File: config.mk
export PLATFORM = sky130hd
export DESIGN_NAME = http_request_framer
export DESIGN_NICKNAME = d
export VERILOG_FILES = /design/src/sv/hrf_pkg.sv /design/src/sv/hrf_in_stage.sv /design/src/sv/hrf_parser.sv /design/src/sv/http_request_framer.sv
export SDC_FILE = /design/constraint.sdc
export NUM_CORES = 1
export LEC_CHECK = 0
export BUFFER_PORTS_ARGS = -buffer_cell sky130_fd_sc_hd__buf_4
export CAP_MARGIN = 20
export CORE_ASPECT_RATIO = 0.6
export CORE_MARGIN = 3
export CORE_UTILIZATION = 46
export CTS_CLUSTER_DIAMETER = 120
export DETAILED_ROUTE_END_ITERATION = 10
export GPL_TIMING_DRIVEN = 1
export PLACE_DENSITY = 0.66
export RECOVER_POWER = 100
export SYNTH_ARGS = -nofsm -noshare
export SYNTH_HDL_FRONTEND = slang
export SYNTH_SLANG_ARGS = --single-unit
File: constraint.sdc
create_clock -name clock -period 9.7 [get_ports clock]
set_input_delay 0 -clock clock [delete_from_list [all_inputs] [get_ports clock]]
set_output_delay 0 -clock clock [all_outputs]
set_load 0.03 [all_outputs]
File: src/sv/hrf_pkg.sv
// ----------------------------------------------------------------------------
// hrf_pkg
// Shared types and constants of the HTTP request framer.
// ----------------------------------------------------------------------------
package hrf_pkg;

   typedef enum logic [1:0] {
      MODE_REQ  = 2'd0,
      MODE_HDR  = 2'd1,
      MODE_BODY = 2'd2
   } mode_type;

   typedef enum logic [1:0] {
      PH_PLAIN  = 2'd0,
      PH_CR     = 2'd1,
      PH_CRLF   = 2'd2,
      PH_CRLFCR = 2'd3
   } phase_type;

   localparam logic [1:0] SEC_REQ  = 2'd0;
   localparam logic [1:0] SEC_HDR  = 2'd1;
   localparam logic [1:0] SEC_BODY = 2'd2;

   localparam logic [7:0] CHAR_CR    = 8'd13;
   localparam logic [7:0] CHAR_LF    = 8'd10;
   localparam logic [7:0] CHAR_SP    = 8'd32;
   localparam logic [7:0] CHAR_HT    = 8'd9;
   localparam logic [7:0] CHAR_COLON = 8'd58;
   localparam logic [7:0] CHAR_ZERO  = 8'd48;
   localparam logic [7:0] CHAR_NINE  = 8'd57;
   localparam logic [7:0] CHAR_UC_A  = 8'd65;
   localparam logic [7:0] CHAR_UC_Z  = 8'd90;
   localparam logic [7:0] CASE_OFS   = 8'd32;

   localparam logic [3:0] NAME_LEN = 4'd14;

   // lowercase "content-length"
   function automatic logic [7:0] name_char(input logic [3:0] pos);
      logic [7:0] c;
      case (pos)
         4'd0:    c = 8'h63;
         4'd1:    c = 8'h6f;
         4'd2:    c = 8'h6e;
         4'd3:    c = 8'h74;
         4'd4:    c = 8'h65;
         4'd5:    c = 8'h6e;
         4'd6:    c = 8'h74;
         4'd7:    c = 8'h2d;
         4'd8:    c = 8'h6c;
         4'd9:    c = 8'h65;
         4'd10:   c = 8'h6e;
         4'd11:   c = 8'h67;
         4'd12:   c = 8'h74;
         4'd13:   c = 8'h68;
         default: c = 8'h00;
      endcase
      return c;
   endfunction

   // the tags of one result transaction, without the echo byte and the length field
   typedef struct packed {
      logic [1:0] section;
      logic       line_start;
      logic       header_done;
      logic       body_last;
   } tag_type;

endpackage

File: src/sv/hrf_in_stage.sv
// ----------------------------------------------------------------------------
// hrf_in_stage
// Input register of the request byte stream.
// ----------------------------------------------------------------------------
module hrf_in_stage
   import hrf_pkg::*;
(
   input  logic       clock,
   input  logic       reset,
   input  logic       req_tvalid,
   output logic       req_tready,
   input  logic [7:0] req_byte,
   input  logic       advance,
   output logic       stage_valid,
   output logic [7:0] stage_byte
);

   logic       valid_ff;
   logic [7:0] byte_ff;

   assign req_tready  = !valid_ff || advance;
   assign stage_valid = valid_ff;
   assign stage_byte  = byte_ff;

   always_ff @(posedge clock) begin
      if (reset) begin
         valid_ff <= 1'b0;
      end else if (req_tready) begin
         valid_ff <= req_tvalid;
      end
   end

   always_ff @(posedge clock) begin
      if (req_tvalid && req_tready) begin
         byte_ff <= req_byte;
      end
   end

endmodule

File: src/sv/hrf_parser.sv
// ----------------------------------------------------------------------------
// hrf_parser
// Section tracking, header field matching and content length accumulation.
// ----------------------------------------------------------------------------
module hrf_parser
   import hrf_pkg::*;
#(
   parameter int LENGTH_BITS = 32
)
(
   input  logic                   clock,
   input  logic                   reset,
   input  logic                   step,
   input  logic [7:0]             data_byte,
   output tag_type                tag,
   output logic [LENGTH_BITS-1:0] body_length
);

   typedef struct packed {
      logic [3:0]             name_pos;
      logic                   mismatch;
      logic                   in_value;
      logic                   skipping;
      logic                   digits_ended;
      logic [LENGTH_BITS-1:0] accum;
   } field_type;

   localparam field_type FIELD_CLEAR = '0;

   function automatic field_type field_byte(input field_type f, input logic [7:0] b);
      field_type              r;
      logic [7:0]             lc;
      logic [LENGTH_BITS+3:0] t;
      r  = f;
      lc = (b >= CHAR_UC_A && b <= CHAR_UC_Z) ? b + CASE_OFS : b;
      t  = ({4'b0, f.accum} << 3) + ({4'b0, f.accum} << 1)
         + (LENGTH_BITS+4)'(b - CHAR_ZERO);
      if (!f.in_value) begin
         if (b == CHAR_COLON) begin
            r.in_value     = 1'b1;
            r.skipping     = 1'b1;
            r.digits_ended = 1'b0;
            r.accum        = '0;
         end else if (!f.mismatch && f.name_pos < NAME_LEN &&
                      lc == name_char(f.name_pos)) begin
            r.name_pos = f.name_pos + 4'd1;
         end else begin
            r.mismatch = 1'b1;
         end
      end else if (!(f.skipping && (b == CHAR_SP || b == CHAR_HT))) begin
         r.skipping = 1'b0;
         if (!f.digits_ended && b >= CHAR_ZERO && b <= CHAR_NINE) begin
            r.accum = (t[LENGTH_BITS+3:LENGTH_BITS] != 4'd0) ? '1 : t[LENGTH_BITS-1:0];
         end else begin
            r.digits_ended = 1'b1;
         end
      end
      return r;
   endfunction

   mode_type               mode_ff, mode_in;
   phase_type              phase_ff, phase_in;
   field_type              field_ff, field_in;
   logic [LENGTH_BITS-1:0] length_ff, length_in;
   logic [LENGTH_BITS-1:0] remain_ff, remain_in;

   logic                   is_ws;
   logic                   remain_le1;
   field_type              cleared_mis;

   assign is_ws      = (data_byte == CHAR_SP) || (data_byte == CHAR_HT);
   assign remain_le1 = (remain_ff[LENGTH_BITS-1:1] == '0);

   always_comb begin
      cleared_mis          = FIELD_CLEAR;
      cleared_mis.mismatch = 1'b1;
   end

   // next state
   always_comb begin
      mode_in   = mode_ff;
      phase_in  = phase_ff;
      field_in  = field_ff;
      length_in = length_ff;
      remain_in = remain_ff;
      if (mode_ff == MODE_BODY) begin
         if (remain_ff != '0) begin
            remain_in = remain_ff - 1'b1;
         end
         if (remain_le1) begin
            mode_in   = MODE_REQ;
            length_in = '0;
            phase_in  = PH_PLAIN;
         end
      end else begin
         case (phase_ff)
            PH_CRLF: begin
               if (mode_ff == MODE_HDR && is_ws) begin
                  field_in = field_byte(field_ff, data_byte);
                  phase_in = PH_PLAIN;
               end else begin
                  if (mode_ff == MODE_HDR && field_ff.in_value && !field_ff.mismatch &&
                      field_ff.name_pos == NAME_LEN) begin
                     length_in = field_ff.accum;
                  end
                  mode_in = MODE_HDR;
                  if (data_byte == CHAR_CR) begin
                     field_in = FIELD_CLEAR;
                     phase_in = PH_CRLFCR;
                  end else begin
                     field_in = field_byte(FIELD_CLEAR, data_byte);
                     phase_in = PH_PLAIN;
                  end
               end
            end
            PH_CRLFCR: begin
               if (data_byte == CHAR_LF) begin
                  field_in = FIELD_CLEAR;
                  phase_in = PH_PLAIN;
                  if (length_ff != '0) begin
                     mode_in   = MODE_BODY;
                     remain_in = length_ff;
                  end else begin
                     mode_in = MODE_REQ;
                  end
               end else begin
                  field_in = field_byte(cleared_mis, data_byte);
                  phase_in = (data_byte == CHAR_CR) ? PH_CR : PH_PLAIN;
               end
            end
            default: begin
               if (mode_ff == MODE_HDR) begin
                  field_in = field_byte(field_ff, data_byte);
               end
               if (data_byte == CHAR_CR) begin
                  phase_in = PH_CR;
               end else if (phase_ff == PH_CR && data_byte == CHAR_LF) begin
                  phase_in = PH_CRLF;
               end else begin
                  phase_in = PH_PLAIN;
               end
            end
         endcase
      end
   end

   // tag of the current byte
   always_comb begin
      tag         = '0;
      body_length = '0;
      if (mode_ff == MODE_BODY) begin
         tag.section   = SEC_BODY;
         tag.body_last = remain_le1;
      end else begin
         case (phase_ff)
            PH_CRLF: begin
               tag.section    = SEC_HDR;
               tag.line_start = !(mode_ff == MODE_HDR && is_ws) && data_byte != CHAR_CR;
            end
            PH_CRLFCR: begin
               tag.section = SEC_HDR;
               if (data_byte == CHAR_LF) begin
                  tag.header_done = 1'b1;
                  body_length     = length_ff;
               end else begin
                  tag.line_start = 1'b1;
               end
            end
            default: begin
               tag.section = (mode_ff == MODE_HDR) ? SEC_HDR : SEC_REQ;
            end
         endcase
      end
   end

   always_ff @(posedge clock) begin
      if (reset) begin
         mode_ff   <= MODE_REQ;
         phase_ff  <= PH_PLAIN;
         field_ff  <= FIELD_CLEAR;
         length_ff <= '0;
         remain_ff <= '0;
      end else if (step) begin
         mode_ff   <= mode_in;
         phase_ff  <= phase_in;
         field_ff  <= field_in;
         length_ff <= length_in;
         remain_ff <= remain_in;
      end
   end

endmodule

File: src/sv/http_request_framer.sv
// ----------------------------------------------------------------------------
// http_request_framer
// Tags each byte of an HTTP/1.1 request stream by section and frames the body.
// ----------------------------------------------------------------------------
// Usage:
//   req_ carries one raw request byte per transaction. rsp_ returns one
//   transaction per input byte, in order: the byte itself, its section
//   (request line, header area, body), line start and end-of-headers flags,
//   the parsed content length on the end-of-headers byte, and tlast on the
//   final body byte.
//   A byte accepted on req_ is loaded first into the input register and
//   then, with its parse result, into the result register that drives
//   rsp_tvalid. Throughput is one byte per cycle while the receiver does
//   not stall; the parser state advances as a byte moves into the result
//   register. Reset returns the parser to the request line with a zero
//   length and empties both registers. When the receiver stalls, the
//   result holds and the input register fills; req_tready drops once both
//   are occupied and rises in the cycle rsp_tready returns.
// ----------------------------------------------------------------------------
module http_request_framer
   import hrf_pkg::*;
#(
   parameter int LENGTH_BITS = 32
)
(
   input  logic                                clock,
   input  logic                                reset,
   input  logic                                req_tvalid,
   output logic                                req_tready,
   input  logic [7:0]                          req_tdata,  // data_byte
   output logic                                rsp_tvalid,
   input  logic                                rsp_tready,
   output logic [((8+LENGTH_BITS+7)/8)*8-1:0]  rsp_tdata,  // echo_byte, body_length
   output logic [3:0]                          rsp_tuser,  // section, line_start, header_done
   output logic                                rsp_tlast   // body_last
);

   localparam int DATA_BITS = ((8 + LENGTH_BITS + 7) / 8) * 8;

   logic                   advance;
   logic                   stage_valid;
   logic [7:0]             stage_byte;
   tag_type                tag;
   logic [LENGTH_BITS-1:0] length;

   logic                   valid_ff;
   logic [7:0]             byte_ff;
   tag_type                tag_ff;
   logic [LENGTH_BITS-1:0] length_ff;

   assign advance = !valid_ff || rsp_tready;

   hrf_in_stage u_in_stage (
      .clock       (clock),
      .reset       (reset),
      .req_tvalid  (req_tvalid),
      .req_tready  (req_tready),
      .req_byte    (req_tdata),
      .advance     (advance),
      .stage_valid (stage_valid),
      .stage_byte  (stage_byte)
   );

   hrf_parser #(
      .LENGTH_BITS (LENGTH_BITS)
   ) u_parser (
      .clock       (clock),
      .reset       (reset),
      .step        (advance && stage_valid),
      .data_byte   (stage_byte),
      .tag         (tag),
      .body_length (length)
   );

   always_ff @(posedge clock) begin
      if (reset) begin
         valid_ff <= 1'b0;
      end else if (advance) begin
         valid_ff <= stage_valid;
      end
   end

   always_ff @(posedge clock) begin
      if (advance && stage_valid) begin
         byte_ff   <= stage_byte;
         tag_ff    <= tag;
         length_ff <= length;
      end
   end

   assign rsp_tvalid = valid_ff;
   assign rsp_tdata  = DATA_BITS'({length_ff, byte_ff});
   assign rsp_tuser  = {tag_ff.header_done, tag_ff.line_start, tag_ff.section};
   assign rsp_tlast  = tag_ff.body_last;

endmodule

==> flow_metrics.env <==
export IMPL_via_per_inst=6.08
export IMPL_n_antenna_cell=0
export IMPL_ir_worst_vdd_v=0.000135
export IMPL_place_inst=1551
export IMPL_wl_per_cell_um=19.2
export IMPL_cp_data_arrival_time_ns=6.96
export IMPL_cts_tree="yes"
export IMPL_area_growth_syn_to_layout_pct=10.0
export IMPL_crit_path_end_kind="flip-flop"
export IMPL_min_period_ns=6.80
export IMPL_max_slew_margin=-1.81
export IMPL_grt_usage=0.236
export IMPL_crit_chain="nand2b_2 -> clkbuf_1 -> or3_1 -> o21ai_0 -> a21oi_1 -> buf_4 -> o21ai_0 -> a22oi_1 -> nor2_1"
export IMPL_fillers=2122
export IMPL_drtIter0Drc=893
export IMPL_ys_seq_area_frac=0.361
export IMPL_status="finished, violations left"
export IMPL_drt_pass1_iterations=7
export IMPL_skew_ns=0.0165
export IMPL_htreeDepth=4
export IMPL_synth_area_leader_cell="dfxtp_1"
export IMPL_path_class="reg2reg"
export IMPL_synth_area_mux_share=0.00862
export IMPL_path_clk_slew_ns=0.07
export IMPL_syn_cell_area_um2=10900
export IMPL_layout_cells_non_filler=1597
export IMPL_yosys_area_share_adder=0.119
export IMPL_gp_routability_congestion=0.914
export IMPL_cellLeakagePower_nw=4.71
export IMPL_yosys_top_cells_area="dfxtp_1 22%, edfxtp_1 15%, ha_1 6.1%, fa_1 5.7%, a21oi_1 5.1%"
export IMPL_antenna_found_initial=0
export IMPL_finalSetupViolations=0
export IMPL_syn_mean_instance_area_um2=8.70
export IMPL_portBuffers=58
export IMPL_grt_pass1_wl_mm=48.4
export IMPL_drv_slew=305
export IMPL_hp_class="in2reg"
export IMPL_worst_slew_pin_slew_ns=4.21
export IMPL_slowest_stage="clkbuf_1"
export IMPL_power_density_nw_per_um2=129
export IMPL_synthXorXnorAreaFrac=0.0282
export IMPL_cts_root_buf="clkbuf_16"
export IMPL_setup_tns_ns=0
export IMPL_io_pins=59
export IMPL_ys_top_cells_by_count="124 x nand2_1, 117 x dfxtp_1, 111 x a21oi_1"
export IMPL_core_area_um2=22600
export IMPL_cts_buffers=17
export IMPL_die_area_um2=25600
export IMPL_clock_sinks=170
export IMPL_slowest_delay_ns=2.82
export IMPL_synth_top_family_by_area="compound AO/OA/AOI/OAI gates"
export IMPL_crit_path_frequent_cell="o21ai_0"
export IMPL_fp_dieW_um=205
export IMPL_ys_seq_elements=170
export IMPL_finalWirelength_mm=30.6
export IMPL_yosysMostFrequentCell="nand2_1"
export IMPL_hold_viol=0
export IMPL_die_y_um=125
export IMPL_synthCells=1252
export IMPL_ys_warn_count=0
export IMPL_row_count=42
export IMPL_final_core_util=0.529
export IMPL_yosysUniqueCellTypes=84
export IMPL_drc=0
export IMPL_initial_core_util=0.481
export IMPL_synth_main_ff_cell="dfxtp_1"
export IMPL_grt_pass1_vias=8847
export IMPL_clk_path_buf_depth=2
export IMPL_netlist_area_leader_share=0.215
export IMPL_drive_above_1_share=0.0597
export IMPL_nets=1372
export IMPL_cts_resized=0
export IMPL_detailed_place_hpwl_mm=21.6
export IMPL_clkLatencyLatePin_ns=0.44
export IMPL_violations="capacitance limit, slew limit"
export IMPL_rsz0062_at_grt="false"
export IMPL_crit_required_ns=9.86
export IMPL_gr_total_overflow=0
export IMPL_synth_compound_area_frac=0.231
export IMPL_worstSetupStartpointType="flip-flop"
export IMPL_synth_edf_count=53
export IMPL_synth_simple_area_share=0.208
export IMPL_crit_fanout=99
export IMPL_fin_hold_ws_ns=0.316
export IMPL_async_reset_ff_frac=0
export IMPL_num_vias=9708
export IMPL_finalCritPeriodShare=0.701
export IMPL_syn_nets=1348
export IMPL_drtAntennaViolNets=0
export IMPL_grt_max_degree=100
export IMPL_fmax_mhz=147
export IMPL_drv_cap=5
cell type report:
class | count | area, µm² | share of cell area
clock buffers | 18 | 439 | 0.0367
clock inverters | 14 | 124 | 0.0103
inverters | 43 | 161 | 0.0135
multi-input cells | 959 | 6460 | 0.540
flip-flops and latches | 170 | 3930 | 0.328
well taps | 308 | 385 | 0.0322
repair buffers | 85 | 473 | 0.0395
sequential cells by signal, summed over array words and instances (netlist names), named ones only:
register / count
rsp_tlast: 1
u_parser.length_ff: 32
byte_ff: 8
u_in_stage.stage_valid: 1
u_parser.phase_ff: 2
u_parser.field_ff: 40
rsp_tuser: 4
u_parser.remain_ff: 32
rsp_tvalid: 1
u_in_stage.stage_byte: 8
length_ff: 32
u_parser.mode_ff: 2
layout by cell type, fill, tap and decap left out, types with 8 or more instances in the layout:
cell,synthesis,routed
nand2_1,124,124
dfxtp_1,117,117
a21oi_1,111,111
nor2_1,91,91
o21ai_0,62,63
nand3_1,56,56
ha_1,53,53
edfxtp_1,53,53
clkbuf_1,64,53
inv_1,43,43
nor3_1,39,39
fa_1,31,31
a21o_1,28,28
and2_0,1,26
a22oi_1,24,24
and2_1,47,22
a2111oi_0,21,21
o31ai_1,17,18
xor2_1,18,18
xnor2_1,17,17
clkbuf_16,0,17
nand4_1,16,16
nor4_1,12,13
a211oi_1,12,12
dlygate4sd3_1,0,12
o31a_1,11,11
buf_4,1,11
and3_1,10,10
a31oi_1,9,9
or3_1,9,9
clkbuf_4,0,8
worst paths after layout:
path	startpoint	endpoint	slack (ns)	cells past startpoint
setup / recovery	u_parser.mode_ff[0]	u_parser.remain_ff[23]	2.90	9
setup reg to reg	u_parser.mode_ff[0]	u_parser.remain_ff[23]	2.90	9
hold / removal	req_tdata[7]	u_in_stage.stage_byte[7]	0.32	2
hold reg to reg	u_parser.length_ff[9]	u_parser.length_ff[9]	0.49	2
critical path: cells and delay by family, from the launching register on:
kind            cells  cell delay, ns
buf+inv             2            3.36
compound gates      4            2.10
simple gates        3            0.62
flops               1            0.39
logic make-up (layout without fill, tap and decap cells):
| kind of cell | count (synthesis) | count (layout) |
|---|---|---|
| and+or+nand+nor | 456 | 456 |
| AOI/OAI and AO/OA | 375 | 375 |
| DFF | 170 | 170 |
| buffers and inverters | 123 | 160 |
| adders and majority gates | 85 | 85 |
| xor gates and xnor gates | 35 | 35 |
| muxes | 8 | 8 |
routing by layer:
metal | track usage | routed length, µm
met4 | 0.0408 | 197
met2 | 0.331 | 12800
met3 | 0.0584 | 2430
met5 | 0 | 0
met1 | 0.368 | 15200
where the power goes:
part | leakage (nW) | switching (mW) | internal [mW]
Sequential | 1.42 | 0.0126 | 0.748
Combinational | 3.01 | 0.0851 | 0.0391
Clock | 0.280 | 0.317 | 0.345
per-stage QoR:
stage / instance area, µm² / setup slack (ns) / power, mW
floorplan: 10900 / 2.63 / 0.860
global placement: 11500 / 4.44 / 0.902
detailed placement: 11500 / 4.35 / 0.903
CTS: 12200 / 4.34 / 1.56
global route: 12000 / 2.09 / 1.60
finish: 12000 / 2.90 / 1.55
timing repair:
item	4_1_cts	5_1_grt
buffers inserted	0	0
endpoints found under the hold margin	13	0
hold buffers	12	0
setup endpoints to repair	0	0
(Power assumes the default switching activity.)
